### src/hw/rtl/rns_noise_flood_coeff_assert.svh
// Assertion macros for the noise flooding block.
// Used by rns_noise_flood_coeff.sv; no other dependencies.
`ifndef RNS_NOISE_FLOOD_COEFF_ASSERT_SVH
`define RNS_NOISE_FLOOD_COEFF_ASSERT_SVH
`ifndef SYNTHESIS
// combinational condition checked at every edge out of reset
`define RNF_ASSERT_ALWAYS(lbl, clk, rst, expr) \
   lbl: assert property (@(posedge clk) disable iff (rst) (expr)) \
      else $error("rnf assertion failed");
// condition that must hold in the cycle after the antecedent
`define RNF_ASSERT_NEXT(lbl, clk, rst, ante, cons) \
   lbl: assert property (@(posedge clk) disable iff (rst) (ante) |=> (cons)) \
      else $error("rnf assertion failed");
`else
`define RNF_ASSERT_ALWAYS(lbl, clk, rst, expr)
`define RNF_ASSERT_NEXT(lbl, clk, rst, ante, cons)
`endif
`endif

### src/hw/rtl/rnf_pkg.sv
// Shared widths, register indexes and pipeline item type for the
// noise flooding block. No dependencies.
package rnf_pkg;

   localparam int COEFF_W         = 61;
   localparam int NOISE_LOW_W     = 64;
   localparam int NOISE_HIGH_W    = 63;
   localparam int NB_W            = 7;
   localparam int SEL_W           = 2;
   localparam int NOISE_W         = 128;
   localparam int STEPS_PER_STAGE = 2;
   localparam int NUM_STAGES      = NOISE_W / STEPS_PER_STAGE;
   localparam int CSR_IDX_W       = 3;
   localparam int CSR_DATA_W      = 61;

   localparam int NUM_MODULI_DEFAULT = 4;

   localparam logic [CSR_IDX_W-1:0] CSR_NOISE_BITS   = 3'd0;
   localparam logic [CSR_IDX_W-1:0] CSR_MODULUS_BASE = 3'd1;

   localparam logic [NB_W-1:0]    NOISE_BITS_RESET = 7'd40;
   localparam logic [COEFF_W-1:0] MODULUS_RESET    = 61'd2;

   // one transaction in flight through the reducer
   typedef struct packed {
      logic [COEFF_W-1:0] rem;
      logic [NOISE_W-1:0] noise;
      logic [COEFF_W-1:0] modulus;
      logic [COEFF_W-1:0] coefficient;
   } rnf_item_type;

endpackage

### src/hw/rtl/rnf_reduce_stage.sv
// One reducer stage: STEPS_PER_STAGE restoring shift-and-subtract steps of the
// noise modulo the selected modulus. Depends on rnf_pkg.
module rnf_reduce_stage (
   input  logic                   clock,
   input  logic                   reset,
   input  logic                   en,
   input  logic                   in_valid,
   input  rnf_pkg::rnf_item_type  in_item,
   output logic                   out_valid,
   output rnf_pkg::rnf_item_type  out_item
);

   logic                         valid_ff;
   rnf_pkg::rnf_item_type        item_ff, item_in;
   logic [rnf_pkg::COEFF_W:0]    trial;
   logic [rnf_pkg::COEFF_W-1:0]  rem;

   always_comb begin
      rem   = in_item.rem;
      trial = '0;
      // for a nonzero modulus rem stays below it, so trial is below twice the modulus
      for (int k = 0; k < rnf_pkg::STEPS_PER_STAGE; k++) begin
         trial = {rem, in_item.noise[rnf_pkg::NOISE_W-1-k]};
         if (trial >= {1'b0, in_item.modulus}) begin
            trial = trial - {1'b0, in_item.modulus};
         end
         rem = trial[rnf_pkg::COEFF_W-1:0];
      end
      item_in             = in_item;
      item_in.rem         = rem;
      item_in.noise       = in_item.noise << rnf_pkg::STEPS_PER_STAGE;
   end

   always_ff @(posedge clock) begin
      if (reset) begin
         valid_ff <= 1'b0;
      end else if (en) begin
         valid_ff <= in_valid;
      end
   end

   always_ff @(posedge clock) begin
      if (en) begin
         item_ff <= item_in;
      end
   end

   assign out_valid = valid_ff;
   assign out_item  = item_ff;

endmodule

### config.mk
export PLATFORM = sky130hd
export DESIGN_NAME = rnf_reduce_stage
export DESIGN_NICKNAME = d
export VERILOG_FILES = /design/src/hw/rtl/rns_noise_flood_coeff_assert.svh /design/src/hw/rtl/rnf_pkg.sv /design/src/hw/rtl/rnf_reduce_stage.sv
export SDC_FILE = /design/constraint.sdc
export NUM_CORES = 1
export LEC_CHECK = 0
export ABC_AREA = 1
export BUFFER_PORTS_ARGS = -buffer_cell sky130_fd_sc_hd__buf_4
export CORE_AREA = 3 3 245 247
export DETAILED_ROUTE_END_ITERATION = 7
export DIE_AREA = 0 0 248 250
export MAX_ROUTING_LAYER = met4
export PLACE_DENSITY = 0.72
export SLEW_MARGIN = 15
export SYNTH_ARGS = -nofsm -noshare
export SYNTH_HDL_FRONTEND = slang
export SYNTH_SLANG_ARGS = --single-unit
export TNS_END_PERCENT = 5
### constraint.sdc
create_clock -name clock -period 13.7 [get_ports clock]
set_input_delay 2.74 -clock clock [delete_from_list [all_inputs] [get_ports clock]]
set_output_delay 2.74 -clock clock [all_outputs]
set_load 0.01 [all_outputs]
Yosys cells after proc, flatten, opt, wreduce, memory -nomap -nowiden
Cells that the tools add are included.
W data, S select, Z words.
Word-level totals
  output and inout bits: 312
  flip-flop bits (word level): 310
  word-level logic and storage cells: 11
  bits of input ports: 315
Cells by class
  add/subtract/negate cells: 2
  muxes and demuxes: 2
  order comparisons: 2
Operators by type and width (number)
  $ge A62 B61 Y1: 2
  $mux W61: 2
  $sub A61 B61 Y61: 2

Logic depth before layout (Yosys ltp)
  word-level depth: 4
  mapped depth: 38
  mapped depth without buffers: 35

Worst setup path after synthesis
Ideal clock, no wire load.
  kind: input-to-reg
  start: in in_item[249] in the netlist's numbering
  end: reg item_ff (netlist bit out_item[267]), data pin
  buffers on the path: 2
  arrival: 6.231 ns
  library setup time: 0.253 ns
  slack: 7.216 ns
  cell stages on the path: 31
  data required time: 13.447 ns
  cells stage by stage: inv_1 ha_1 inv_1 fa_1 nand2_1 nand3_2 nand2_1 nand2_2 nand2_1 nand2_2 nand2_1 nand3_2 inv_2 clkbuf_1 o21ai_1 ha_1 nand2_1 inv_1 a21oi_1 nand3_1 nand2_1 nand3_1 nand2_1 nand3_1 nand2_1 nand2_1 nand2_2 nand3_2 buf_2 nand2_1 nand2_1
Between the ends
  word-level cells in the longest chain between the ends: 4
  elaborated cells between the ends (all ways): 6
  those cells by class: add/sub (2); order compare (2); mux (2)
Ends and longest elaborated chain
  from (decl): line rnf_reduce_stage.sv:8  | input rnf_pkg::rnf_item_type in_item,
  $sub A61 B61 Y61 / $ge A62 B61 Y1 (equally long branches): line rnf_reduce_stage.sv:25, rnf_reduce_stage.sv:24
  $mux W61 (*): line rnf_reduce_stage.sv:24  | if (trial >= {1'b0, in_item.modulus}) begin
  $sub A61 B61 Y61 / $ge A62 B61 Y1 (equally long branches): line rnf_reduce_stage.sv:25, rnf_reduce_stage.sv:24
  $mux W61 (*): line rnf_reduce_stage.sv:24
  named net trial (one bit): line rnf_reduce_stage.sv:15  | logic [rnf_pkg::COEFF_W:0] trial;
  to (signal assigned): line rnf_reduce_stage.sv:44  | item_ff <= item_in;
  to (decl): line rnf_reduce_stage.sv:14  | rnf_pkg::rnf_item_type item_ff, item_in;
The timed path passes the listed nets; every way through them passes the cells marked *.
A chain may end at the register's enable or synchronous reset.

Worst setup path in the final report
  start: in in_item[249] in the netlist's numbering
  end: reg item_ff (netlist bit out_item[254]), data pin
The elaborated chain is that of the path after synthesis.

==> results.sh <==
export IMPL_area_growth_syn_to_layout_pct=31.4
export IMPL_fin_setup_tns_ps=0
export IMPL_final_cell_mix="nand2_1, buf_4, inv_1"
export IMPL_finalCritPeriodShare_pct=63.1
export IMPL_grt_max_degree=117
export IMPL_fin_nets=3884
export IMPL_final_common_cell="nand2_1"
export IMPL_slew_violations=0
export IMPL_cp_end_kind="register"
export IMPL_worst_path_buf_inv=5
export IMPL_syn_inst=2806
export IMPL_drive_above_1_share_pct=22.3
export IMPL_hold_class="register to register"
export IMPL_pwr_share_seq_pct=33.6
export IMPL_dieWidth_um=248
export IMPL_synth_edf_count=309
export IMPL_rrSetupSlack_ps=13120
export IMPL_synthTopCellsByArea="edfxtp_1, nand2_1, inv_1"
export IMPL_met1_usage_pct=40.6
export IMPL_antenna_found_initial=3
export IMPL_cp_start_kind="primary input"
export IMPL_internal_power_mw=2.35
export IMPL_ir_worst_vdd_mv=0.116
export IMPL_crit_fanout=61
export IMPL_max_cap_viol_count=0
export IMPL_core_area_um2=57800
export IMPL_clock_skew_ps=0
export IMPL_vias_per_cell=5.21
export IMPL_pwr_density_cell_nw_per_um2=133
export IMPL_synth_largest_area_cell="edfxtp_1"
export IMPL_slew_headroom_pct=26.8
export IMPL_wl_mm=105
export IMPL_numClockSinks=310
export IMPL_synth_warnings=0
export IMPL_drtIter0Drc=2109
export IMPL_arrival_ps=8920
export IMPL_tritoncts="built"
export IMPL_period_needed_ps=8640
export IMPL_met2_usage_pct=54.9
export IMPL_hold_violations=0
export IMPL_die_h_um=250
export IMPL_gp_congestion=1.05
export IMPL_cts_path_max_buffers=3
export IMPL_setup_viol=0
export IMPL_initial_utilization_pct=37.1
export IMPL_switching_share_pct=37.7
export IMPL_design_die_area_um2=62000
export IMPL_grt_usage_pct=33.4
export IMPL_fillers=5841
export IMPL_first_pass_iters=6
export IMPL_dp_hpwl_mm=87.8
export IMPL_post_cts_buffers=0
export IMPL_regArea_um2=9300
export IMPL_tightest_slew_ps=1100
export IMPL_grt_ovfl_total=0
export IMPL_num_rows=88
export IMPL_cpMaxStageDelayCell="inv_2"
export IMPL_path_clk_slew_ps=60
export IMPL_cts_buffers=38
export IMPL_ys_seq_elements=310
export IMPL_cpPeakStageDelay_ps=730
export IMPL_grtUsageMet3_pct=4.58
export IMPL_cts_max_level=2
export IMPL_wl_per_cell_um=24.7
export IMPL_run_status="completed"
export IMPL_synth_cell_types=47
export IMPL_root_buffer="clkbuf_16"
export IMPL_grt_pass1_vias=21054
export IMPL_ys_async_sr_fraction_pct=0
export IMPL_cts_resized=0
export IMPL_whs_ps=502
export IMPL_power_switching_mw=1.42
export IMPL_grt_most_used_layer="met2"
export IMPL_multiInputGateArea_um2=10100
export IMPL_crit_family="simple AND/OR/NAND/NOR gates"
export IMPL_yosysTopAreaCellShare_pct=43.3
export IMPL_worst_setup_path_type="primary input to register"
export IMPL_io_buffers=624
export IMPL_insertion_delay_ps=550
export IMPL_leakagePower_nw=14.0
export IMPL_seq_area_frac_synth_pct=43.3
export IMPL_syn_avg_cell_area_um2=7.65
export IMPL_drc=0
export IMPL_fmax_ghz=0.116
export IMPL_vias=22076
export IMPL_boundaryPins=627
export IMPL_rsz0062_at_grt="no"
export IMPL_antenna_left=0
export IMPL_cts_hold_buffers_added=0
export IMPL_cp_required_ps=13980
export IMPL_grt_pass1_wl_mm=144
export IMPL_power_frac_comb_pct=38.2
export IMPL_crit_top_cell="nand2_1"
export IMPL_synth_ff_type="edfxtp_1"
export IMPL_p_clk_share_pct=28.2
export IMPL_synth_area_um2=21500
-- synth_stat cells (all sizes together) (3+ instances only) --
library cell and number:
a21oi 131, and2 3, edfxtp 309, clkinv 3
xnor2 36, nor3 19, a31oi 5, and3 8
o21bai 18, buf 32, nor4 8, nand3 195
nand2 978, inv 472, o211ai 6, nand3b 8
ha 122, nand4 32, xor2 39, o21ai 94
a21o 13, nor2 262
-- kinds of logic after synthesis --
| group | after synthesis | share of synthesized area, % |
|---|---|---|
| mux | 1 | 0.0467 |
| simple gates | 1516 | 29.4 |
| fa+ha+maj | 124 | 7.30 |
| other cells | 1 | 0.0175 |
| buf+inv | 508 | 9.59 |
| xor+xnor | 75 | 3.06 |
| compound gates | 271 | 7.22 |
| flops | 310 | 43.3 |
-- routing by layer --
layer | up-vias | part of all wire [%]
li1 | 10335 | -
met1 | 10448 | 39
met2 | 1086 | 48
met3 | 207 | 7.8
met4 | 0 | 5.1
met5 | - | 0
-- stage by stage --
| stage | setup slack [ps] | cells | util (%) | instance area, um2 | power [mW] |
|---|---|---|---|---|---|
| floorplan | 7220 | 2807 | - | 21500 | 2.04 |
| CTS | 5180 | 4237 | 48.8 | 28200 | 3.75 |
| global route | 4540 | 4240 | 48.8 | 28200 | 3.93 |
| detailed placement | 4630 | 4170 | 46.5 | 26900 | 2.69 |
| finish | 5060 | 4241 | 48.8 | 28200 | 3.76 |
| global placement | 4720 | 4170 | 46.5 | 26900 | 2.69 |
-- layout make-up --
| type | count | area share, % |
|---|---|---|
| inverter | 475 | 6.32 |
| tap | 765 | 3.40 |
| clock buffer | 44 | 3.53 |
| clock inverter | 23 | 1.03 |
| antenna | 4 | 0.0355 |
| sequential | 310 | 33.0 |
| timing repair buffer | 631 | 16.8 |
| multi-input combinational | 1989 | 35.9 |
-- power by group through the flow --
stage	clock (mW)	combinational [mW]	sequential, mW
after global routing	1.11	1.55	1.27
after detailed placement	0	1.41	1.28
after floorplan	0	0.724	1.32
after CTS	1.07	1.41	1.27
final	1.06	1.44	1.27
after global placement	0	1.41	1.28
-- worst register-to-register path: stages, from the launching register on --
cell	delay, ps
dfxtp_1	310
mux2i_1	120
nor2_1	50
-- sequential cells by signal, summed over array words and instances (netlist names) --
register   flops
out_valid      1
out_item     309
-- worst paths after layout --
check                       end          from  cells past startpoint
setup reg to reg      out_valid     out_valid                      2
hold / removal        out_valid     out_valid                      2
hold reg to reg       out_valid     out_valid                      2
setup / recovery  out_item[254]  in_item[249]                     30
(Power assumes the default switching activity.)
