### src/hw/rtl/rns_noise_flood_coeff_assert.svh
// Assertion macros for the noise flooding block.
// Used by rns_noise_flood_coeff.sv; no other dependencies.
`ifndef RNS_NOISE_FLOOD_COEFF_ASSERT_SVH
`define RNS_NOISE_FLOOD_COEFF_ASSERT_SVH
`ifndef SYNTHESIS
// combinational condition checked at every edge out of reset
`define RNF_ASSERT_ALWAYS(lbl, clk, rst, expr) \
   lbl: assert property (@(posedge clk) disable iff (rst) (expr)) \
      else $error("rnf assertion failed");
// condition that must hold in the cycle after the antecedent
`define RNF_ASSERT_NEXT(lbl, clk, rst, ante, cons) \
   lbl: assert property (@(posedge clk) disable iff (rst) (ante) |=> (cons)) \
      else $error("rnf assertion failed");
`else
`define RNF_ASSERT_ALWAYS(lbl, clk, rst, expr)
`define RNF_ASSERT_NEXT(lbl, clk, rst, ante, cons)
`endif
`endif

### src/hw/rtl/rnf_pkg.sv
// Shared widths, register indexes and pipeline item type for the
// noise flooding block. No dependencies.
package rnf_pkg;

   localparam int COEFF_W         = 61;
   localparam int NOISE_LOW_W     = 64;
   localparam int NOISE_HIGH_W    = 63;
   localparam int NB_W            = 7;
   localparam int SEL_W           = 2;
   localparam int NOISE_W         = 128;
   localparam int STEPS_PER_STAGE = 2;
   localparam int NUM_STAGES      = NOISE_W / STEPS_PER_STAGE;
   localparam int CSR_IDX_W       = 3;
   localparam int CSR_DATA_W      = 61;

   localparam int NUM_MODULI_DEFAULT = 4;

   localparam logic [CSR_IDX_W-1:0] CSR_NOISE_BITS   = 3'd0;
   localparam logic [CSR_IDX_W-1:0] CSR_MODULUS_BASE = 3'd1;

   localparam logic [NB_W-1:0]    NOISE_BITS_RESET = 7'd40;
   localparam logic [COEFF_W-1:0] MODULUS_RESET    = 61'd2;

   // one transaction in flight through the reducer
   typedef struct packed {
      logic [COEFF_W-1:0] rem;
      logic [NOISE_W-1:0] noise;
      logic [COEFF_W-1:0] modulus;
      logic [COEFF_W-1:0] coefficient;
   } rnf_item_type;

endpackage

### src/hw/rtl/rnf_final.sv
// Output stage: adds the reduced noise to the coefficient, one conditional
// subtraction, result register. Depends on rnf_pkg.
module rnf_final (
   input  logic                          clock,
   input  logic                          reset,
   input  logic                          en,
   input  logic                          in_valid,
   input  rnf_pkg::rnf_item_type         in_item,
   output logic                          out_valid,
   output logic [rnf_pkg::COEFF_W-1:0]   out_residue
);

   logic                          valid_ff;
   logic [rnf_pkg::COEFF_W-1:0]   residue_ff, residue_in;
   logic [rnf_pkg::COEFF_W-1:0]   red;
   logic [rnf_pkg::COEFF_W:0]     sum;
   logic [rnf_pkg::COEFF_W:0]     diff;

   always_comb begin
      // zero modulus: the reducer output is meaningless, noise counts as zero
      red  = (in_item.modulus == '0) ? '0 : in_item.rem;
      sum  = {1'b0, red} + {1'b0, in_item.coefficient};
      diff = sum - {1'b0, in_item.modulus};
      if (sum >= {1'b0, in_item.modulus}) begin
         residue_in = diff[rnf_pkg::COEFF_W-1:0];
      end else begin
         residue_in = sum[rnf_pkg::COEFF_W-1:0];
      end
   end

   always_ff @(posedge clock) begin
      if (reset) begin
         valid_ff <= 1'b0;
      end else if (en) begin
         valid_ff <= in_valid;
      end
   end

   always_ff @(posedge clock) begin
      if (en) begin
         residue_ff <= residue_in;
      end
   end

   assign out_valid   = valid_ff;
   assign out_residue = residue_ff;

endmodule

### config.mk
export PLATFORM = sky130hd
export DESIGN_NAME = rnf_final
export DESIGN_NICKNAME = d
export VERILOG_FILES = /design/src/hw/rtl/rns_noise_flood_coeff_assert.svh /design/src/hw/rtl/rnf_pkg.sv /design/src/hw/rtl/rnf_final.sv
export SDC_FILE = /design/constraint.sdc
export NUM_CORES = 1
export LEC_CHECK = 0
export BUFFER_PORTS_ARGS = -buffer_cell sky130_fd_sc_hd__buf_4
export CORE_ASPECT_RATIO = 0.9
export CORE_UTILIZATION = 40
export CTS_CLUSTER_DIAMETER = 80
export CTS_CLUSTER_SIZE = 20
export DETAILED_ROUTE_END_ITERATION = 10
export PLACE_DENSITY = 0.65
export SKIP_LAST_GASP = 1
export SLEW_MARGIN = 20
export SYNTH_ARGS = -nofsm -noshare
export SYNTH_HDL_FRONTEND = slang
export SYNTH_SLANG_ARGS = --single-unit
### constraint.sdc
create_clock -name clock -period 7.7 [get_ports clock]
set_input_delay 0.385 -clock clock [delete_from_list [all_inputs] [get_ports clock]]
set_output_delay 0.385 -clock clock [all_outputs]
set_load 0.03 [all_outputs]
# After elaboration in Yosys (flattened, before gate mapping)
# Cells that the tools add are included.
# totals
regBits	62
inputBits	315
out_inout_bits	62
elab_cells	8
# op_classes
n_addsub	2
magnitude_cmp	1
mux	2
n_reduce_logical	1
# op_table
cell	n
$mux W61	2
$add A61 B61 Y62	1
$ge A62 B61 Y1	1
$logic_not A61 Y1	1
$sub A61 B61 Y61	1

# Longest topological paths before layout
# Gate-level depths: netlist of the first run.
# depth
word_depth	5
depth_mapped	32
depth_no_buf	29

# Worst setup path after synthesis of the first run
# OpenSTA, ideal clock, no wires.
# synth_path
path_type	in2reg
startpoint	input port in_item[62] (netlist bit)
endpoint	register residue_ff (netlist bit out_residue[46]), data pin
setup_ns	0.260
arrival_time_ns	6.316
required_time_ns	7.440
slack_ns	1.123
path_stages	27
n_path_buf	4
cell_sequence	nor4_1 nand4_1 nor4_1 clkbuf_1 nor2b_1 ha_1 a22o_1 or4_1 nor2_1 nor2_1 and2_1 a311oi_1 xnor2_1 ha_1 buf_6 a21oi_2 o211ai_1 o2111ai_1 nand4_2 a211oi_2 nor3_2 a211oi_4 o31ai_4 a211o_1 buf_6 buf_6 mux2_4
# synth_between
elab_chain_cells	5
word_cells_on_any_way	6
cone_classes	2 x add/sub; 1 x order compare; 2 x mux; 1 x reduce/logical
# synth_rtl
element	line_no	source
start, declared	rnf_final.sv:8	input rnf_pkg::rnf_item_type in_item,
$logic_not A61 Y1	rnf_final.sv:21	red = (in_item.modulus == '0) ? '0 : in_item.rem;
$mux W61	rnf_final.sv:21	
$add A61 B61 Y62	rnf_final.sv:22	sum = {1'b0, red} + {1'b0, in_item.coefficient};
$sub A61 B61 Y61 / $ge A62 B61 Y1 (equally long branches)	rnf_final.sv:23, rnf_final.sv:24	
$mux W61 *	rnf_final.sv:24	if (sum >= {1'b0, in_item.modulus}) begin
via residue_in (one bit)	rnf_final.sv:14	logic [rnf_pkg::COEFF_W-1:0] residue_ff, residue_in;
end signal, assigned	rnf_final.sv:41	residue_ff <= residue_in;
end, declared	rnf_final.sv:14	
# The timed path passes the listed nets; every way through them passes the cells marked *.
# A chain may end at the register's enable or synchronous reset.

# Worst setup path after layout of the first run
# layout_path
startpoint	input port in_item[101] (netlist bit)
endpoint	register residue_ff (netlist bit out_residue[20]), data pin
# The elaborated chain is that of the path after synthesis.

==> impl_metrics.yaml, run 1 <==
status:
  status: "finished, final reports clean"
worst_setup_path:
  crit_slowest_cell: "o311ai_1"
  max_stage_delay_ps: 630
  worstPathRequired_ps: 7830
  critPathKind: "in -> reg"
  timing.critical_path.buf_inv: 9
  worstSetupStartpointType: "input port"
  critPathTopFamily: "compound AO/OA/AOI/OAI gates"
  worstPathMaxFanout: 18
  crit_top_cell: "buf_4"
  arrival_ps: 7300
  setup.worst_path.end_class: "flip-flop"
synthesis:
  synth_area_leaders: "edfxtp_1 18%, ha_1 15%, a21oi_1 8.0%"
  ys_types: 77
  synth_enable_flop_cells: 61
  synth.top_cell.area_share_pct: 17.7
  synth_ff_type: "edfxtp_1"
  yosys-top-cells-count: "165 x a21oi_1, 122 x ha_1, 117 x nor2_1, 93 x inv_1, 82 x nand2_1"
  yosysTopAreaCell: "edfxtp_1"
  ys_async_sr_fraction_pct: 0
  ys_ff_latch: 62
  yosysMostFrequentCell: "a21oi_1"
  syn_avg_cell_area_um2: 7.68
  synth_nets: 1788
  ys_seq_area_share_pct: 17.9
  ys_warn_count: 0
  netlist_instances: 1349
  syn-cell-area_um2: 10400
routing:
  ant_nets: 0
  dr.pass1.iters: 5
  drcViolationCount: 0
  vias: 10666
  routed_wl_mm: 32.9
  drt_iter0_markers: 639
  viasPerCell: 5.46
  avgRoutedWirePerCell_um: 16.9
placement:
  dpl.cell_count: 1936
  dp_hpwl_mm: 27.3
  io_buffers: 248
  place_congestion: 0.924
clock_network:
  clk_root_buffer_cell: "clkbuf_16"
  htreeDepth: 3
  clk_latency_ps: 350
  cts_tree: "yes"
  clk_path_buf_depth: 2
  cts_sinks: 62
  cts_buffers: 9
  path_clk_slew_ps: 60
  post_cts_buffers: 0
timing:
  layout_min_cycle_time_ps: 7160
  maxSlewViolCount: 0
  clock_skew_ps: 0
  maxSlewHeadroom_pct: 39.3
  timing.final.crit_share_pct: 93.0
  worst_pin_slew_ps: 911
  setup_viol_count_final: 0
  holdWs_ps: 182
  fin_setup_tns_ps: 0
  max_freq_mhz: 140
  rsz0062_at_grt: "no"
  finalHoldViolCount: 0
global_route:
  grt_overflow: 0
  track_usage_pct: 24.1
  grt_pass1_vias: 9850
  grt_max_degree: 63
  antenna_found_initial: 0
  grt_pass1_wl_mm: 50.2
die:
  core_um2: 25300
  die_x_um: 172
  fp-row-count: 55
  fp.dieH_um: 155
  die_area_um2: 26500
  start_util_pct: 41.0
  top_level_ports: 377
run:
  drv_cap: 0
power_and_ir_drop:
  power_mw: 3.06
  p_leak_nw: 6.18
  peakVddDrop_v: 0.000117
  p_per_area_nw_per_um2: 233
final_layout:
  drive_gt1_share_pct: 22.5
  num_antenna_cells: 0
  fin_cells: 1952
  final_net_count: 2044
  fillers: 2477
  syn_to_final_growth_pct: 26.8
worst_hold_path:
  hp-class: "in -> reg"
state kept, by name, summed over array words and instances (netlist names):
signal and count:
out_residue 61, out_valid 1
where the power goes:
part | total (mW) | internal (mW) | switching (mW)
combinational | 2.06 | 0.883 | 1.17
clock | 0.410 | 0.248 | 0.162
sequential | 0.596 | 0.544 | 0.0514
kinds of logic (layout without fill, tap and decap cells):
family,after synthesis,count (layout),synth area share (%)
simple gates,444,444,21.9
compound gates,432,432,26.6
buf+inv,151,412,6.13
fa+ha+maj,124,124,15.1
xor+xnor,111,111,9.39
flops,62,62,17.9
mux,25,25,2.94
layout make-up:
cell class                      count  area [um2]  area share (%)
Tap cell                          342         428            3.26
Clock inverter                      5        50.0           0.381
Multi-Input combinational cell   1136        7910            60.2
Clock buffer                       11         233            1.77
Inverter                           93         349            2.66
Sequential cell                    62        1850            14.1
Timing Repair Buffer              303        2310            17.6
timing repair:
item	4_1_cts	5_1_grt
hold buffers	0	0
gates resized for setup	0	5
endpoints found under the setup margin	0	4
worst paths after layout:
| path | start | to | slack [ps] | depth (start not counted) |
|---|---|---|---|---|
| max | in_item[101] | out_residue[20]$_DFFE_PP_ | 540 | 30 |
| min | reset | out_valid$_SDFFE_PP0P_ | 180 | 2 |
| max reg2reg | out_valid$_SDFFE_PP0P_ | out_valid$_SDFFE_PP0P_ | 7120 | 2 |
| min reg2reg | out_valid$_SDFFE_PP0P_ | out_valid$_SDFFE_PP0P_ | 490 | 2 |
per-stage QoR:
| stage | setup slack, ps | util (%) | area, um2 |
|---|---|---|---|
| after floorplan | 1120 | - | 10400 |
| after global placement | 228 | 50.8 | 12800 |
| after detailed placement | 148 | 50.8 | 12800 |
| after CTS | 470 | 51.9 | 13100 |
| after global routing | 40.3 | 52.0 | 13100 |
| final | 537 | 52.0 | 13100 |
cell usage in the layout (no fill, tap or decap), types with 9 or more instances in the layout:
cell type  synthesis  final
nor3_1            14     14
inv_1             93     93
a21oi_1          165    164
o21ai_0           62     62
clkbuf_16          0      9
nor2_1           117    117
nand2b_1          16     16
xor2_1            41     41
nand3_1           29     29
edfxtp_1          61     61
mux2_2            15     15
nor4_1            18     16
xnor2_1           70     70
buf_4              1    300
o21a_1            12     12
a21o_1            73     73
nor2b_1           81     81
a31oi_1           20     20
nand4_1           37     37
ha_1             122    121
and3_1            18     18
nand2_1           82     82
o21bai_1          24     24
per-layer routing:
layer | wire length [um] | global-route usage, % | up-vias
li1 | - | - | 5417
met1 | 16200 | 35.3 | 4894
met2 | 14000 | 37.0 | 323
met3 | 2210 | 2.61 | 32
met4 | 531 | 6.89 | 0
met5 | 0 | 0 | -
Power figures use the tool's default switching activity.
==> run 2, diff against run 1 <==
--- a/config.mk
+++ b/config.mk
@@ -7,11 +7,11 @@
 export LEC_CHECK = 0
 export BUFFER_PORTS_ARGS = -buffer_cell sky130_fd_sc_hd__buf_4
 export CORE_ASPECT_RATIO = 0.9
-export CORE_UTILIZATION = 40
+export CORE_UTILIZATION = 45
 export CTS_CLUSTER_DIAMETER = 80
 export CTS_CLUSTER_SIZE = 20
 export DETAILED_ROUTE_END_ITERATION = 10
-export PLACE_DENSITY = 0.65
+export PLACE_DENSITY = 0.72
 export SKIP_LAST_GASP = 1
 export SLEW_MARGIN = 20
 export SYNTH_ARGS = -nofsm -noshare
==> impl_metrics.yaml, run 2 (same netlist as run 1, synthesis figures left out) <==
routing:
  viasPerCell: 5.69
  drt_iter0_markers: 806
  drcViolationCount: 0
  routed_wl_mm: 34.0
  ant_nets: 0
  avgRoutedWirePerCell_um: 17.6
  vias: 11009
  dr.pass1.iters: 6
timing:
  setup_viol_count_final: 0
  max_freq_mhz: 138
  rsz0062_at_grt: "no"
  finalHoldViolCount: 0
  clock_skew_ps: 0
  timing.final.crit_share_pct: 94.3
  maxSlewHeadroom_pct: 40.4
  layout_min_cycle_time_ps: 7260
  maxSlewViolCount: 0
  worst_pin_slew_ps: 894
  fin_setup_tns_ps: 0
power_and_ir_drop:
  p_per_area_nw_per_um2: 240
  p_leak_nw: 6.30
  peakVddDrop_v: 0.000149
  power_mw: 3.19
worst_setup_path:
  worstSetupStartpointType: "input port"
  setup.worst_path.end_class: "flip-flop"
  arrival_ps: 7360
  max_stage_delay_ps: 510
  crit_top_cell: "buf_4"
  crit_slowest_cell: "nor4_1"
  worstPathRequired_ps: 7800
  critPathKind: "in -> reg"
  timing.critical_path.buf_inv: 5
  critPathTopFamily: "simple AND/OR/NAND/NOR gates"
  worstPathMaxFanout: 15
global_route:
  track_usage_pct: 28.2
  antenna_found_initial: 0
  grt_pass1_vias: 10280
  grt_pass1_wl_mm: 53.0
  grt_overflow: 0
  grt_max_degree: 63
die:
  fp-row-count: 52
  start_util_pct: 46.0
  die_x_um: 162
  fp.dieH_um: 146
  die_area_um2: 23600
  core_um2: 22500
  top_level_ports: 377
final_layout:
  drive_gt1_share_pct: 23.6
  fillers: 2130
  final_cell_mix: "329 x buf_4, 165 x a21oi_1, 122 x ha_1"
  finalInstanceArea_um2: 13300
  layout_commonest_cell: "buf_4"
  num_antenna_cells: 0
  syn_to_final_growth_pct: 28.3
  largest_reg_flops: 61
  final_net_count: 2072
clock_network:
  path_clk_slew_ps: 60
  clk_path_buf_depth: 2
  cts_tree: "yes"
  cts_sinks: 62
  ctsHoldBuffers: 0
  post_cts_buffers: 0
  ctsResizeCount: 0
  cts_buffers: 9
  clk_root_buffer_cell: "clkbuf_16"
  clk_latency_ps: 340
  htreeDepth: 3
placement:
  io_buffers: 248
  place_congestion: 0.934
  dpl_cell_area_um2: 13000
  dp_hpwl_mm: 28.0
status:
  status: "finished, final reports clean"
run:
  drv_cap: 0
worst_hold_path:
  hp-class: "in -> reg"
run 2: layout make-up:
class                   count  area (um2)  share of cell area (%)
well taps                 297         372                    2.80
multi-input cells        1136        7890                    59.4
clock buffers              11         233                    1.75
flip-flops and latches     62        1850                    13.9
inverters                  93         349                    2.63
repair buffers            331        2510                    18.9
clock inverters             5        82.6                   0.622
run 2: path summary, 6_finish.rpt:
kind	start	endpoint	slack, ps	depth (start not counted)
setup / recovery	in_item[69]	out_residue[56]$_DFFE_PP_	440	30
hold / removal	reset	out_valid$_SDFFE_PP0P_	190	2
setup reg to reg	out_valid$_SDFFE_PP0P_	out_valid$_SDFFE_PP0P_	7110	2
hold reg to reg	out_valid$_SDFFE_PP0P_	out_valid$_SDFFE_PP0P_	510	2
run 2: metrics by stage:
| stage | setup slack [ps] | hold WS [ps] | std cells | utilization, % |
|---|---|---|---|---|
| final | 439 | 189 | 1935 | 59.0 |
| after global routing | 19.4 | 202 | 1935 | 59.0 |
| after CTS | 537 | 181 | 1935 | 59.0 |
| after detailed placement | 237 | 501 | 1919 | 57.6 |
| after global placement | 269 | 475 | 1919 | 57.6 |
| after floorplan | 1120 | 457 | 1349 | - |
run 2: per-layer routing:
metal  wire (um)  GRT usage, %
met1       16300          41.3
met2       14500          43.8
met3        2510          3.19
met4         623          7.03
met5           0             0
run 2: where the power goes:
group,internal (mW),switching [mW],leakage [nW]
clock network,0.285,0.176,0.154
logic,0.919,1.22,5.54
registers,0.543,0.0451,0.606
total,1.75,1.44,6.30
