### src/hw/rtl/rns_noise_flood_coeff_assert.svh
// Assertion macros for the noise flooding block.
// Used by rns_noise_flood_coeff.sv; no other dependencies.
`ifndef RNS_NOISE_FLOOD_COEFF_ASSERT_SVH
`define RNS_NOISE_FLOOD_COEFF_ASSERT_SVH
`ifndef SYNTHESIS
// combinational condition checked at every edge out of reset
`define RNF_ASSERT_ALWAYS(lbl, clk, rst, expr) \
   lbl: assert property (@(posedge clk) disable iff (rst) (expr)) \
      else $error("rnf assertion failed");
// condition that must hold in the cycle after the antecedent
`define RNF_ASSERT_NEXT(lbl, clk, rst, ante, cons) \
   lbl: assert property (@(posedge clk) disable iff (rst) (ante) |=> (cons)) \
      else $error("rnf assertion failed");
`else
`define RNF_ASSERT_ALWAYS(lbl, clk, rst, expr)
`define RNF_ASSERT_NEXT(lbl, clk, rst, ante, cons)
`endif
`endif

### src/hw/rtl/rnf_pkg.sv
// Shared widths, register indexes and pipeline item type for the
// noise flooding block. No dependencies.
package rnf_pkg;

   localparam int COEFF_W         = 61;
   localparam int NOISE_LOW_W     = 64;
   localparam int NOISE_HIGH_W    = 63;
   localparam int NB_W            = 7;
   localparam int SEL_W           = 2;
   localparam int NOISE_W         = 128;
   localparam int STEPS_PER_STAGE = 2;
   localparam int NUM_STAGES      = NOISE_W / STEPS_PER_STAGE;
   localparam int CSR_IDX_W       = 3;
   localparam int CSR_DATA_W      = 61;

   localparam int NUM_MODULI_DEFAULT = 4;

   localparam logic [CSR_IDX_W-1:0] CSR_NOISE_BITS   = 3'd0;
   localparam logic [CSR_IDX_W-1:0] CSR_MODULUS_BASE = 3'd1;

   localparam logic [NB_W-1:0]    NOISE_BITS_RESET = 7'd40;
   localparam logic [COEFF_W-1:0] MODULUS_RESET    = 61'd2;

   // one transaction in flight through the reducer
   typedef struct packed {
      logic [COEFF_W-1:0] rem;
      logic [NOISE_W-1:0] noise;
      logic [COEFF_W-1:0] modulus;
      logic [COEFF_W-1:0] coefficient;
   } rnf_item_type;

endpackage

### src/hw/rtl/rnf_front.sv
// Input stage: masks the noise word, picks the modulus, registers the item.
// Depends on rnf_pkg.
module rnf_front #(
   parameter int NUM_MODULI = rnf_pkg::NUM_MODULI_DEFAULT
) (
   input  logic                              clock,
   input  logic                              reset,
   input  logic                              en,
   input  logic                              in_valid,
   input  logic [rnf_pkg::NOISE_LOW_W-1:0]   noise_low,
   input  logic [rnf_pkg::NOISE_HIGH_W-1:0]  noise_high,
   input  logic [rnf_pkg::COEFF_W-1:0]       coefficient,
   input  logic [rnf_pkg::SEL_W-1:0]         modulus_select,
   input  logic [rnf_pkg::NB_W-1:0]          noise_bits,
   input  logic [rnf_pkg::COEFF_W-1:0]       moduli [NUM_MODULI],
   output logic                              out_valid,
   output rnf_pkg::rnf_item_type             out_item
);

   localparam int MOD_IDX_W = (NUM_MODULI > 1) ? $clog2(NUM_MODULI) : 1;

   logic                         valid_ff, valid_in;
   rnf_pkg::rnf_item_type        item_ff, item_in;
   logic [rnf_pkg::NOISE_W-1:0]  mask;
   logic [MOD_IDX_W-1:0]         sel_idx;

   always_comb begin
      mask = (rnf_pkg::NOISE_W'(1) << noise_bits) - rnf_pkg::NOISE_W'(1);
      // selectors past the last modulus fall back to the last one
      if (int'(modulus_select) >= NUM_MODULI) begin
         sel_idx = MOD_IDX_W'(NUM_MODULI - 1);
      end else begin
         sel_idx = MOD_IDX_W'(modulus_select);
      end
      item_in.rem         = '0;
      item_in.noise       = {1'b0, noise_high, noise_low} & mask;
      item_in.modulus     = moduli[sel_idx];
      item_in.coefficient = coefficient;
      valid_in            = in_valid;
   end

   always_ff @(posedge clock) begin
      if (reset) begin
         valid_ff <= 1'b0;
      end else if (en) begin
         valid_ff <= valid_in;
      end
   end

   always_ff @(posedge clock) begin
      if (en) begin
         item_ff <= item_in;
      end
   end

   assign out_valid = valid_ff;
   assign out_item  = item_ff;

endmodule

### config.mk
export PLATFORM = sky130hd
export DESIGN_NAME = rnf_front
export DESIGN_NICKNAME = d
export VERILOG_FILES = /design/src/hw/rtl/rns_noise_flood_coeff_assert.svh /design/src/hw/rtl/rnf_pkg.sv /design/src/hw/rtl/rnf_front.sv
export SDC_FILE = /design/constraint.sdc
export NUM_CORES = 1
export LEC_CHECK = 0
export ABC_AREA = 1
export BUFFER_PORTS_ARGS = -buffer_cell sky130_fd_sc_hd__buf_4
export CAP_MARGIN = 10
export CELL_PAD_IN_SITES_DETAIL_PLACEMENT = 0
export CELL_PAD_IN_SITES_GLOBAL_PLACEMENT = 1
export CORE_AREA = 2 2 294 296
export CTS_CLUSTER_SIZE = 14
export DETAILED_ROUTE_END_ITERATION = 8
export DIE_AREA = 0 0 296 298
export PLACE_DENSITY_LB_ADDON = 0.08
export SYNTH_ARGS = -nofsm -noshare
export SYNTH_HDL_FRONTEND = slang
export SYNTH_SLANG_ARGS = --single-unit
export TNS_END_PERCENT = 10
### constraint.sdc
create_clock -name clock -period 2.65 [get_ports clock]
set_input_delay 0.53 -clock clock [delete_from_list [all_inputs] [get_ports clock]]
set_output_delay 0.53 -clock clock [all_outputs]
set_load 0.03 [all_outputs]
; ---- Word-level counts from Yosys, hierarchy flattened
; Index checks and enable logic that the tools add are counted.
[totals]
register_bits = 251
latch_bits = 0
ramBits = 0
mem_bits_ro = 0
in_bits = 445
output_inout_bits = 312
elab_cells = 12
memories = 0
[op_classes]
n_addsub = 1
n_mul = 0
div_mod_pow = 0
magnitude_cmp = 1
n_eq_ne = 0
shift = 1
muxes = 3
bitwise_logic = 2
n_reduce_logical = 0
[op_table]
columns = op, n
row1 = 127-bit by 128-bit AND with 128-bit output, 1
row2 = 1-bit by 7-bit left shift with 128-bit output (first input constant), 1
row3 = 128-bit by 2-bit subtractor with 128-bit output (second input constant), 1
row4 = 61-bit binary-select mux with 2-bit select, 1
row5 = 61-bit two-way mux, 2
row6 = 3-bit greater-or-equal comparator (second input constant), 1
row7 = 2-bit NOT with 3-bit output, 1

; ---- Logic depth before layout (Yosys ltp)
; Gate-level depths: netlist (run 1).
[depth]
depth_word = 4
depth_mapped = 19
depth_no_buf = 17

; ---- Worst setup path before layout (run 1)
; OpenSTA, ideal clock, no wires.
[synth_path]
kind = input to register
startpoint = input port noise_bits[3] in the netlist's numbering
endpoint = register item_ff, in the netlist out_item[178], data pin
setup_time_ns = 0.257
t_arrival_ns = 2.258
t_required_ns = 2.393
slack_ns = 0.135
stages = 17
path_buffers = 2
cell_sequence = buf_6 inv_2 buf_6 nand4_2 nor2_1 inv_1 nor2_1 inv_1 ha_1 inv_1 nor2_1 nand2_2 nor2_4 nand2_2 nor2_1 o21ai_0 nor2_1
[synth_lines]
columns = item, line_no
row1 = start: declaration, rnf_front.sv:14  ; input logic [rnf_pkg::NB_W-1:0] noise_bits,
row2 = end signal: assignment, rnf_front.sv:52  ; item_ff <= item_in;
row3 = end: declaration, rnf_front.sv:23  ; rnf_pkg::rnf_item_type item_ff, item_in;

==> results of run 1 <==
area by class of cell:
type | count | area share
antenna | 9 | 0.000861
clock buffer | 39 | 0.0341
clock inverter | 25 | 0.0129
inverter | 105 | 0.0152
multi-input combinational | 1505 | 0.265
sequential | 250 | 0.287
tap | 1144 | 0.0547
timing repair buffer | 1125 | 0.331
Yosys cell counts, drive strengths merged, types with 25 or more instances:
library cell,instances
nor2,529
nand2,457
edfxtp,249
o21ai,148
inv,105
nand3,97
buf,88
o22ai,61
nand4,53
clkbuf,46
nor3,31
a21oi,25
metrics by stage:
| step | hold slack [ps] | instances | TNS [ps] | setup slack (ps) |
|---|---|---|---|---|
| after floorplan | 602 | 1994 | 0 | 135 |
| after global placement | 484 | 4128 | -64110 | -806 |
| after detailed placement | 508 | 4128 | -57890 | -739 |
| after CTS | 105 | 4192 | -63.7 | -36.8 |
| after global routing | 113 | 4200 | -65.9 | -42.3 |
| final | 140 | 4202 | 0 | 100 |
layer usage:
layer | global-route usage | share of wire | vias to the layer above
met1 | 0.265 | 0.40 | 8552
met4 | 0.0708 | 0.028 | 24
met3 | 0.0563 | 0.068 | 125
met5 | 0 | 0.0014 | -
met2 | 0.401 | 0.50 | 600
li1 | - | - | 8596
worst max-delay path, cell delays in order:
cell	delay [ps]
buf_4	200
nand4_1	270
nor2_1	550
buf_4	220
nand3_2	80
nand2_1	130
nor2_1	80
buf_4	140
nand2_1	120
buf_4	120
nor2_1	50
nand2_1	70
nor2_1	40
nand2_1	100
nand2_1	60
nand2_1	50
nor2_1	30
report_power, final:
part	total (mW)	switching, mW	internal, mW	leakage [nW]
sequential	5.01	0.155	4.85	2.43
combinational	4.23	2.63	1.60	10.3
clock	5.14	2.00	3.14	0.604
total	14.4	4.79	9.59	13.4
cell families (layout without fill, tap and decap cells):
logic type,Yosys count,after routing,synth area share
compound gates,238,238,0.0834
xor+xnor,4,4,0.00229
fa+ha+maj,1,1,0.000819
buf+inv,239,1294,0.0800
flops,250,250,0.491
mux,1,1,0.000655
other cells,1,71,0.000246
simple gates,1199,1199,0.342
sequential cells by signal, indices dropped and copies added, names as in the netlist:
name,count
out_valid,1
out_item,249
worst paths after layout:
path / startpoint / to / slack, ps
min: coefficient[18] / out_item[18]$_DFFE_PP_ / 140
max: noise_bits[3] / out_item[220]$_DFFE_PP_ / 100
min reg2reg: out_valid$_SDFFE_PP0P_ / out_valid$_SDFFE_PP0P_ / 510
max reg2reg: out_valid$_SDFFE_PP0P_ / out_valid$_SDFFE_PP0P_ / 2070
timing repair:
action                                  4_1_cts  5_1_grt
endpoints found under the setup margin       15       66
gates resized for setup                       6       33
pin swaps                                     0        2
buffers inserted                              0        1
==> results.ini, run 1 <==
[synth]
synthesis.area_sq_um=15300
syn_avg_cell_area_sq_um=7.90
synthTopCellsByArea=edfxtp_1, nor2_1, nand2_1
yosysTopAreaCell=edfxtp_1
yosysWarnings=0
ys_types=40
synth_top_area_share=0.490
ys_ff_latch=250
syn_inst=1933
synth_edf_count=249
async_flop_share=0
yosysSeqAreaShare=0.491
synth_ff_type=edfxtp_1

[route]
wl_per_cell_microns=24.8
vias_per_cell=4.26
antenna_left=0
dr.pass1.iters=5
drc=0
routed_wl_microns=104000
drtIter0Drc=1099
vias=17900

[timing]
maxSlewViolCount=0
skew_ps=0
tightest_slew_ps=609
hold_viol=0
rsz0062_at_grt=true
fmax_mhz=392
fin_crit_ps=2550
setup_viol=0
slew-limit-headroom=0.593
post-route-period-util=0.962

[worst_setup_path]
critPathRequiredTime_ps=2950
reg2regPathDepth=2
path_max_fanout=13
crit_path_end_kind=flip-flop
startpoint_type=input port
critPathKind=in2reg
cp_data_arrival_time_ps=2850

[floorplan]
die_w_microns=296
dieArea_sq_um=88200
core_area_sq_um=84900
initial_core_util=0.180
die_h_microns=298
num_rows=107
ios=757

[min_path]
holdPathStages=1
hold_path_class=in2reg

[cts]
cts_buffers=35
root_buffer=clkbuf_16
cts_buffer_depth=3
clkTransAtPathRegs_ps=60
cts_hold_buffers=0
worstSkewPairLatency_ps=540
cts_tree=yes
cts.htree.levels=2
clkSinkCount=250

[place]
dpl_cell_area_sq_um=24800
dp_hpwl_microns=88800
place.gp.congestion=0.924
port_buffers=694

[global_routing]
antenna_found_initial=21
grt_pass1_vias=18300
grt_pass1_wl_microns=140000
grt_start_max_net_pins=101
grt_util_all_layers=0.226
grt-ovfl-total=0

[cells_and_area]
drive_above_1_share=0.428
multiInputGateArea_sq_um=6930
final_util=0.308
layout_common_cells=buf_4, nor2_1, nand2_1
final_nets=3468
final_common_cell=buf_4
areaGrowthSynthToFinish_pct=71.2
final_cell_area_sq_um=26200
seqCellArea_sq_um=7500
fillers=9388

[power]
power_leakage_nw=13.4
total_power_mw=14.4
max-vdd-ir-drop_v=0.000346
power_per_cell_area_nw_per_um2=550

[status]
status=complete, no violations

[job]
max_cap_viol_count=0

Note: power is estimated with default switching activity, not from simulation.
==> run 2: changes to the inputs <==
--- a/config.mk
+++ b/config.mk
@@ -10,11 +10,11 @@
 export CAP_MARGIN = 10
 export CELL_PAD_IN_SITES_DETAIL_PLACEMENT = 0
 export CELL_PAD_IN_SITES_GLOBAL_PLACEMENT = 1
-export CORE_AREA = 2 2 294 296
-export CTS_CLUSTER_SIZE = 14
+export CORE_AREA = 2 2 293 295
 export DETAILED_ROUTE_END_ITERATION = 8
-export DIE_AREA = 0 0 296 298
+export DIE_AREA = 0 0 295 297
 export PLACE_DENSITY_LB_ADDON = 0.08
+export SETUP_SLACK_MARGIN = 0.2
 export SYNTH_ARGS = -nofsm -noshare
 export SYNTH_HDL_FRONTEND = slang
 export SYNTH_SLANG_ARGS = --single-unit
==> constraint.sdc (replaced) <==
create_clock -name clock -period 3 [get_ports clock]
set_input_delay 0.6 -clock clock [delete_from_list [all_inputs] [get_ports clock]]
set_output_delay 0.6 -clock clock [all_outputs]
set_load 0.03 [all_outputs]
==> run 2 against run 1 <==
  * Routed wire length is 2.7% lower
  * Via count fell by 1.9%
  * Register-to-register slack improved by 340 ps
  * Critical path depth decreased by 1
  * Sequential cell count unchanged
  * Power decreased by 13%
  * Non-clock buffer count decreased by 75
  * Die area shrank 0.67%
  * Clock skew unchanged
  * Final area shrank 2.7%
  * Worst hold slack improved by 51 ps
  * Critical path type unchanged
  * Critical endpoint is now out_item[241]$_DFFE_PP_
  * Largest cell class unchanged
==> results.ini, run 2 (same netlist as run 1, synthesis figures left out) <==
[cts]
cts.htree.levels=2  ; unchanged
post-cts-setup-buffer-count=0  ; unchanged
cts_buffer_depth=3  ; unchanged
cts_tree=yes  ; unchanged
clkTransAtPathRegs_ps=60  ; about the same
cts_hold_buffers=0  ; unchanged
cts_buffers=36  ; was 35
clkSinkCount=250  ; unchanged
root_buffer=clkbuf_16  ; unchanged
worstSkewPairLatency_ps=560  ; was 540 ps

[floorplan]
die_w_microns=295  ; was 296 microns
core_area_sq_um=84500  ; was 84900 sq um
dieArea_sq_um=87600  ; was 88200 sq um
num_rows=107  ; unchanged
die_h_microns=297  ; was 298 microns
ios=757  ; unchanged
initial_core_util=0.181  ; was 0.180

[route]
wl_per_cell_microns=24.6  ; was 24.8 microns
drtIter0Drc=1111  ; was 1099
antenna_left=0  ; unchanged
dr.pass1.iters=5  ; unchanged
highest_layer=met5  ; unchanged
vias_per_cell=4.26  ; about the same
vias=17600  ; was 17900
drc=0  ; unchanged
wl_met2_microns=53000  ; was 52700 microns
routed_wl_microns=102000  ; was 104000 microns
wl_met3_microns=6810  ; was 7090 microns
met1Wirelength_microns=40200  ; was 41600 microns

[timing]
maxSlewViolCount=0  ; unchanged
post-route-period-util=0.922
timing.final.ws_setup_ps=234  ; was 100 ps
skew_ps=0  ; unchanged
timing.hold.ws_ps=191  ; was 140 ps
tightest_slew_ps=738  ; was 609 ps
slew-limit-headroom=0.503  ; was 0.593
fmax_mhz=362
rsz0062_at_grt=true  ; unchanged
setup_viol=0  ; unchanged
hold_viol=0  ; unchanged
fin_crit_ps=2770

[global_routing]
grt-ovfl-total=0  ; unchanged
grt_util_all_layers=0.222  ; was 0.226
antenna_found_initial=14  ; was 21
grt_pass1_wl_microns=138000  ; was 140000 microns
grt_pass1_vias=17800  ; was 18300
grt_start_max_net_pins=82  ; was 101

[power]
power_leakage_nw=13.0  ; was 13.4 nW
power_per_cell_area_nw_per_um2=490  ; was 550 nW/um^2
p_clk_frac=0.350  ; was 0.357
p_sw_mw=4.27  ; was 4.79 mW
p_comb_frac=0.296  ; was 0.294
max-vdd-ir-drop_v=0.000332  ; was 0.000346 V
internal_power_mw=8.21  ; was 9.59 mW
seqPwrFrac=0.355  ; was 0.349
switching_share=0.342  ; was 0.333

[place]
place.gp.congestion=0.893  ; was 0.924
dp_hpwl_microns=86200  ; was 88800 microns
port_buffers=694  ; unchanged
preCtsSetupSlack_ps=-367  ; was -739 ps

[min_path]
hold_path_class=in2reg  ; unchanged
hp-start=reset  ; was coefficient[18]
holdPathStages=2  ; was 1
holdPathEnd=out_valid$_SDFFE_PP0P_  ; was out_item[18]$_DFFE_PP_

[worst_setup_path]
critPathRequiredTime_ps=3300  ; was 2950 ps
reg2regPathDepth=2  ; unchanged
cp_data_arrival_time_ps=3060  ; was 2850 ps
path_max_fanout=8  ; was 13
startpoint_type=input port  ; unchanged
crit_path_end_kind=flip-flop  ; unchanged
worstReg2RegStart=out_valid$_SDFFE_PP0P_  ; unchanged
rr_endpoint=out_valid$_SDFFE_PP0P_  ; unchanged
r2r_setup_slack_ps=2410  ; was 2070 ps
cp-startpoint=noise_bits[1]  ; was noise_bits[3]
critPathKind=in2reg  ; unchanged

[cells_and_area]
fillers=9234  ; was 9388
areaGrowthSynthToFinish_pct=66.6  ; was 71.2%
layout_common_cells=buf_4, nor2_1, nand2_1  ; unchanged
seqCellArea_sq_um=7500  ; unchanged
final_nets=3394  ; was 3468
multiInputGateArea_sq_um=6790  ; was 6930 sq um
largest_register_ffs=249  ; unchanged
final_common_cell=buf_4  ; unchanged
drive_above_1_share=0.404  ; was 0.428

[job]
max_cap_viol_count=0  ; unchanged

[status]
status=complete, no violations  ; unchanged

==> run 2: cell count changes in the layout (fill, tap and decap cells not counted), moves of 4 or more <==
cell / delta
buf_4: -78
nor2_1: +14
nor2_4: -9
nand3_1: +6
nand3_2: -5
nor2_2: -5
bufinv_16: -4
clkbuf_1: +4
==> run 2: area by class of cell <==
class	count	share of cell area
Tap cell	1144	0.0562
Antenna cell	7	0.000688
Clock inverter	19	0.00954
Multi-Input combinational cell	1505	0.267
Timing Repair Buffer	1050	0.319
Inverter	105	0.0156
Sequential cell	250	0.295
Clock buffer	45	0.0371
==> run 2: how the worst max path moves through the flow <==
stage,slack [ps],to,depth (start not counted)
finish,230,out_item[241]$_DFFE_PP_,16
global route,150,out_item[241]$_DFFE_PP_,16
CTS,230,out_item[232]$_DFFE_PP_,17
detailed placement,-370,out_item[232]$_DFFE_PP_,17
global placement,-440,out_item[232]$_DFFE_PP_,17
floorplan,410,out_item[178]$_DFFE_PP_,17
==> run 2: critical path, stage by stage <==
cell and delay, ps:
buf_4 140, buf_4 170, nor2_8 170, nand3_1 130, nor2_2 410, nand3_1 270, nand2_1 140, buf_4 120
inv_1 40, nand3_1 100, nor2_1 60, nand3_1 200, nor2_2 90, buf_4 170, nand3_1 120, nor2_1 110
==> run 2: power by group through the flow <==
stage                     Sequential [mW]  Combinational (mW)  Clock [mW]
after floorplan                      5.19                1.07           0
after global placement               4.50                3.75           0
after detailed placement             4.50                3.75           0
after CTS                            4.43                3.76        4.55
after global routing                 4.46                3.95        4.64
final                                4.42                3.69        4.36
==> run 2: repair_timing <==
action                     in CTS  in global routing
gates resized for setup         0                  3
setup endpoints to repair       0                  8
hold endpoints to repair        0                  0
==> run 2: layer usage <==
layer  GRT usage  vias up
li1            -     8443
met1       0.260     8404
met2       0.411      612
met3      0.0512       82
met4      0.0411       14
met5           0        -
==> run 2: per-stage QoR <==
stage          cells  instance area, sq um  TNS [ps]  power, mW   util
2_1_floorplan   1994                 15500         0       6.26      -
3_3_place_gp    4054                 24200    -15510       8.25  0.287
3_5_place_dp    4054                 24200    -10640       8.24  0.287
4_1_cts         4118                 25400         0       12.7  0.301
5_1_grt         4122                 25400         0       13.1  0.301
6_report        4125                 25500         0       12.5  0.301
